<file path="config.mk">
export PLATFORM = sky130hd
export DESIGN_NAME = vob_axis
export DESIGN_NICKNAME = d
export VERILOG_FILES = /design/src/sv/vob_axis.sv
export SDC_FILE = /design/constraint.sdc
export NUM_CORES = 2
export LEC_CHECK = 0
export BUFFER_PORTS_ARGS = -buffer_cell sky130_fd_sc_hd__buf_4
export CAP_MARGIN = 10
export CORE_MARGIN = 2
export CORE_UTILIZATION = 60
export DETAILED_ROUTE_END_ITERATION = 10
export PLACE_DENSITY = 0.77
export SYNTH_ARGS = -nofsm -noshare
export SYNTH_HDL_FRONTEND = slang
export SYNTH_SLANG_ARGS = --single-unit
</file>
<file path="constraint.sdc">
create_clock -name i_clk -period 23.2 [get_ports i_clk]
set_input_delay 1.16 -clock i_clk [delete_from_list [all_inputs] [get_ports i_clk]]
set_output_delay 1.16 -clock i_clk [all_outputs]
set_load 0.02 [all_outputs]
</file>
<file path="src/sv/vob_axis.sv">
// One axis lane: scales a coordinate to a voxel index and checks grid and border.
module vob_axis #(
    parameter int GRID_DIM = 64
) (
    input  logic                        i_clk,
    input  logic                        i_mul_en,
    input  logic                        i_idx_en,
    input  logic signed [23:0]          i_coord,
    input  logic signed [12:0]          i_shift,
    input  logic [6:0]                  i_width,
    input  logic [23:0]                 i_inv_step,
    input  logic [4:0]                  i_border,
    output logic [$clog2(GRID_DIM)-1:0] o_idx,
    output logic                        o_ok
);
    localparam int IW = $clog2(GRID_DIM);
    localparam logic [49:0] HALF_LSB = 50'd1 << 23;
    localparam logic signed [27:0] GRID_S = 28'(GRID_DIM);

    logic signed [25:0] w_pos;
    logic [24:0]        w_mag;
    logic [48:0]        r_prod;
    logic               r_neg;
    logic [49:0]        w_rnd;
    logic [25:0]        w_round;
    logic signed [27:0] w_rsig;
    logic signed [27:0] w_width;
    logic signed [27:0] w_eff;
    logic signed [27:0] w_border;
    logic signed [27:0] w_g;
    logic               w_ok;
    logic [IW-1:0]      r_idx;
    logic               r_ok;

    // Stage 1: add offset (Q.8), take magnitude, scale by reciprocal step
    assign w_pos = 26'(i_coord) + (26'(i_shift) <<< 8);
    assign w_mag = w_pos[25] ? 25'(-w_pos) : 25'(w_pos);

    always_ff @(posedge i_clk) begin
        if (i_mul_en) begin
            r_prod <= 49'(w_mag) * 49'(i_inv_step);
            r_neg  <= w_pos[25];
        end
    end

    // Stage 2: round half away from zero, restore sign, center, range check
    assign w_rnd    = {1'b0, r_prod} + HALF_LSB;
    assign w_round  = w_rnd[49:24];
    assign w_rsig   = r_neg ? -signed'({2'b00, w_round}) : signed'({2'b00, w_round});
    assign w_width  = signed'({21'd0, i_width});
    assign w_eff    = (w_width > GRID_S) ? GRID_S : w_width;
    assign w_border = signed'({23'd0, i_border});
    assign w_g      = w_rsig + (w_eff >>> 1);
    assign w_ok     = (w_g >= w_border + 28'sd1) && (w_g < w_eff) && (w_g <= w_eff - w_border);

    always_ff @(posedge i_clk) begin
        if (i_idx_en) begin
            r_idx <= IW'(w_g);
            r_ok  <= w_ok;
        end
    end

    assign o_idx = r_idx;
    assign o_ok  = r_ok;

endmodule

</file>
==> flow_summary.ini <==
[outcome]
status = complete, no violations

[final_layout]
layout_commonest_cell = inv_1
n_antenna_cell = 0
nets = 3645
most-common-layout-cells = inv_1 (586), fa_1 (506), nand2_1 (389)
layout-drive-gt1-share_pct = 6.06
syn_to_final_growth_pct = 4.95
final_core_util_pct = 63.8

[flow_run]
max_cap_violations = 0

[synthesis]
syn_area_um2 = 24700
synthMuxAreaShare_pct = 0.430
synth_compound_area_share_pct = 6.70
synthFlopType = edfxtp_1
yosys.area_share.simple_pct = 19.4
synthCells = 2834
synth-adder-area-share_pct = 53.2
synth-edff-count = 34
yosysUniqueCellTypes = 84
async_reset_ff_share_pct = 0
synth.avg_cell_area_um2 = 8.73
synth_top_family_by_area = adder cells
yosysWarnings = 0
ys_ff_latch = 34
synth_xor_area_share_pct = 5.08
synth_seq_area_share_pct = 4.13
syn_nets = 3658

[clock_network]
cts_resized = 0
cts_tree = yes
cts_max_level = 2
ctsHoldBuffers = 0
cts_sinks = 34
cts-root-buf = clkbuf_16
clk_pin_slew_ns = 0.08
cts_setup_buffers = 0
clk_latency_ns = 0.31
cts_inserted_buffers = 5
clockBufferDepth = 2

[global_route]
grt_util_met3_pct = 6.00
grt_max_degree = 33
globalRoute.busiestLayer = met2
antenna_found_initial = 1
use_met2_pct = 49.8
gr-usage-met1_pct = 40.3
gr-total-overflow = 0
grt_pass1_vias = 21060
grtUsageTotal_pct = 30.2
grt_pass1_wl_um = 105000

[setup_path]
path_depth = 38
reg2reg_from = r_neg$_DFFE_PP_
required_ns = 23.24
worst-path-buf-inv = 9
critPathKind = in2reg
path_max_fanout = 24
cp_common_cell = fa_1
cp.arrival_ns = 11.28
critical-path-top-delay-family = adder cells
reg2regPathDepth = 26
critPathCaptureType = register
crit_slowest_cell = a31oi_1
worstSetupStartpoint = i_coord[8]
cp-start-kind = input pin
max_stage_delay_ns = 0.60

[sta]
timing.final.crit_period_ns = 11.24
setup_viol = 0
fin_hold_ws_ns = 1.07
finalSetupTns_ns = 0
fmax_mhz = 88.9
hold_viol = 0
fin_skew_ns = 0.0175
worst_slew_pin_slew_ns = 1.15
rsz0062_at_grt = no
period_share_pct = 48.5
slew_viol_final = 0
slew_headroom_pct = 23.4

[die]
start_util_pct = 60.7
dieArea_um2 = 42900
die_x_um = 207
rows = 74
coreArea_um2 = 40700
io_pins = 83
die_h_um = 207

[placement]
port_buffers = 82
place_hpwl_um = 50200
place_congestion = 0.940

[routing]
viasPerCell = 5.75
drt_wl_total_um = 62300
remaining_drc_errors = 0
drt_iter0_drc = 1180
vias = 19301
drt_first_pass_iters = 5
ant_nets = 0
avgRoutedWirePerCell_um = 18.6

[hold_path]
min-delay-start = r_prod[24]$_DFFE_PP_
hp-class = reg2reg
min_delay_path_depth = 2
-- layer usage --
| metal | vias to the layer above | share of wire [%] |
|---|---|---|
| met1 | 9598 | 41 |
| li1 | 8701 | - |
| met2 | 854 | 47 |
| met4 | 0 | 3.1 |
| met3 | 148 | 9.1 |
| met5 | - | 0 |
-- synthesized netlist by cell type, types with 4 or more instances --
cell type | instances | share of area, %
inv_1 | 586 | 8.9
a21o_1 | 40 | 1.2
or2_2 | 5 | 0.13
o21bai_1 | 5 | 0.15
and2_1 | 263 | 6.6
nor3_1 | 30 | 0.61
nand2b_1 | 19 | 0.48
or4_1 | 11 | 0.33
buf_2 | 6 | 0.12
and4_1 | 6 | 0.21
o41ai_1 | 5 | 0.18
nand4_1 | 28 | 0.71
a21oi_1 | 67 | 1.4
o21a_1 | 12 | 0.36
mux2_2 | 5 | 0.23
nand3_1 | 30 | 0.61
nor2b_1 | 15 | 0.38
a41oi_1 | 4 | 0.14
o211ai_1 | 6 | 0.18
xor2_1 | 39 | 1.4
xnor2_1 | 100 | 3.5
a211oi_1 | 10 | 0.30
nor2_1 | 67 | 1.0
nand2_1 | 389 | 5.9
o21ai_0 | 34 | 0.69
clkbuf_1 | 117 | 1.8
nor4_1 | 24 | 0.61
and3_1 | 15 | 0.38
ha_1 | 242 | 12
o31ai_1 | 4 | 0.12
buf_1 | 4 | 0.061
a31oi_1 | 16 | 0.40
or3_1 | 4 | 0.10
edfxtp_1 | 34 | 4.1
mux2i_1 | 5 | 0.20
nand3b_1 | 4 | 0.12
a31o_2 | 5 | 0.18
fa_1 | 506 | 41
-- final cells by class --
cell class / instances / area [um2]
Clock buffer: 5 / 125
Fill cell: 3393 / 14800
Clock inverter: 3 / 21.3
Tap cell: 532 / 666
Sequential cell: 34 / 1020
Timing Repair Buffer: 114 / 856
Inverter: 587 / 2200
Multi-Input combinational cell: 2079 / 21100
-- sequential cells by signal, summed over array words and instances, names as in the netlist --
| name | cells |
|---|---|
| r_prod | 26 |
| r_neg | 1 |
| o_idx | 6 |
| o_ok | 1 |
-- worst register-to-register path, delay by kind of cell, from the launching register on --
family / cells / cell delay [ns]
buffers and inverters: 2 / 0.62
multiplexers: 1 / 0.38
AND/OR/NAND/NOR: 10 / 2.28
adder cells (fa/ha/maj): 2 / 0.64
AO/OA/AOI/OAI: 10 / 1.71
XOR/XNOR: 1 / 0.12
flip-flops: 1 / 1.11
-- final timing paths --
kind / end / slack [ns]
max: r_prod[45]$_DFFE_PP_ / 11.96
min: o_idx[0]$_DFFE_PP_ / 1.07
max reg2reg: o_ok$_DFFE_PP_ / 16.21
min reg2reg: o_idx[0]$_DFFE_PP_ / 1.07
-- kinds of logic after synthesis --
family | count (synthesis)
adders and majority gates | 748
muxes | 10
xor gates and xnor gates | 141
AOI/OAI and AO/OA | 245
DFF | 34
and+or+nand+nor | 935
buffers and inverters | 721
-- through the flow --
| step | instance area (um2) | cells | worst slack [ns] |
|---|---|---|---|
| after global routing | 26000 | 3354 | 11.44 |
| after CTS | 26000 | 3354 | 12.03 |
| after floorplan | 24700 | 2834 | 13.07 |
| final | 26000 | 3354 | 11.96 |
| after global placement | 25800 | 3346 | 11.99 |
| after detailed placement | 25800 | 3346 | 11.73 |
Power is left out: the tool's default activity adds up to more than one toggle a clock period on the data nets, which glitch-free logic cannot reach.
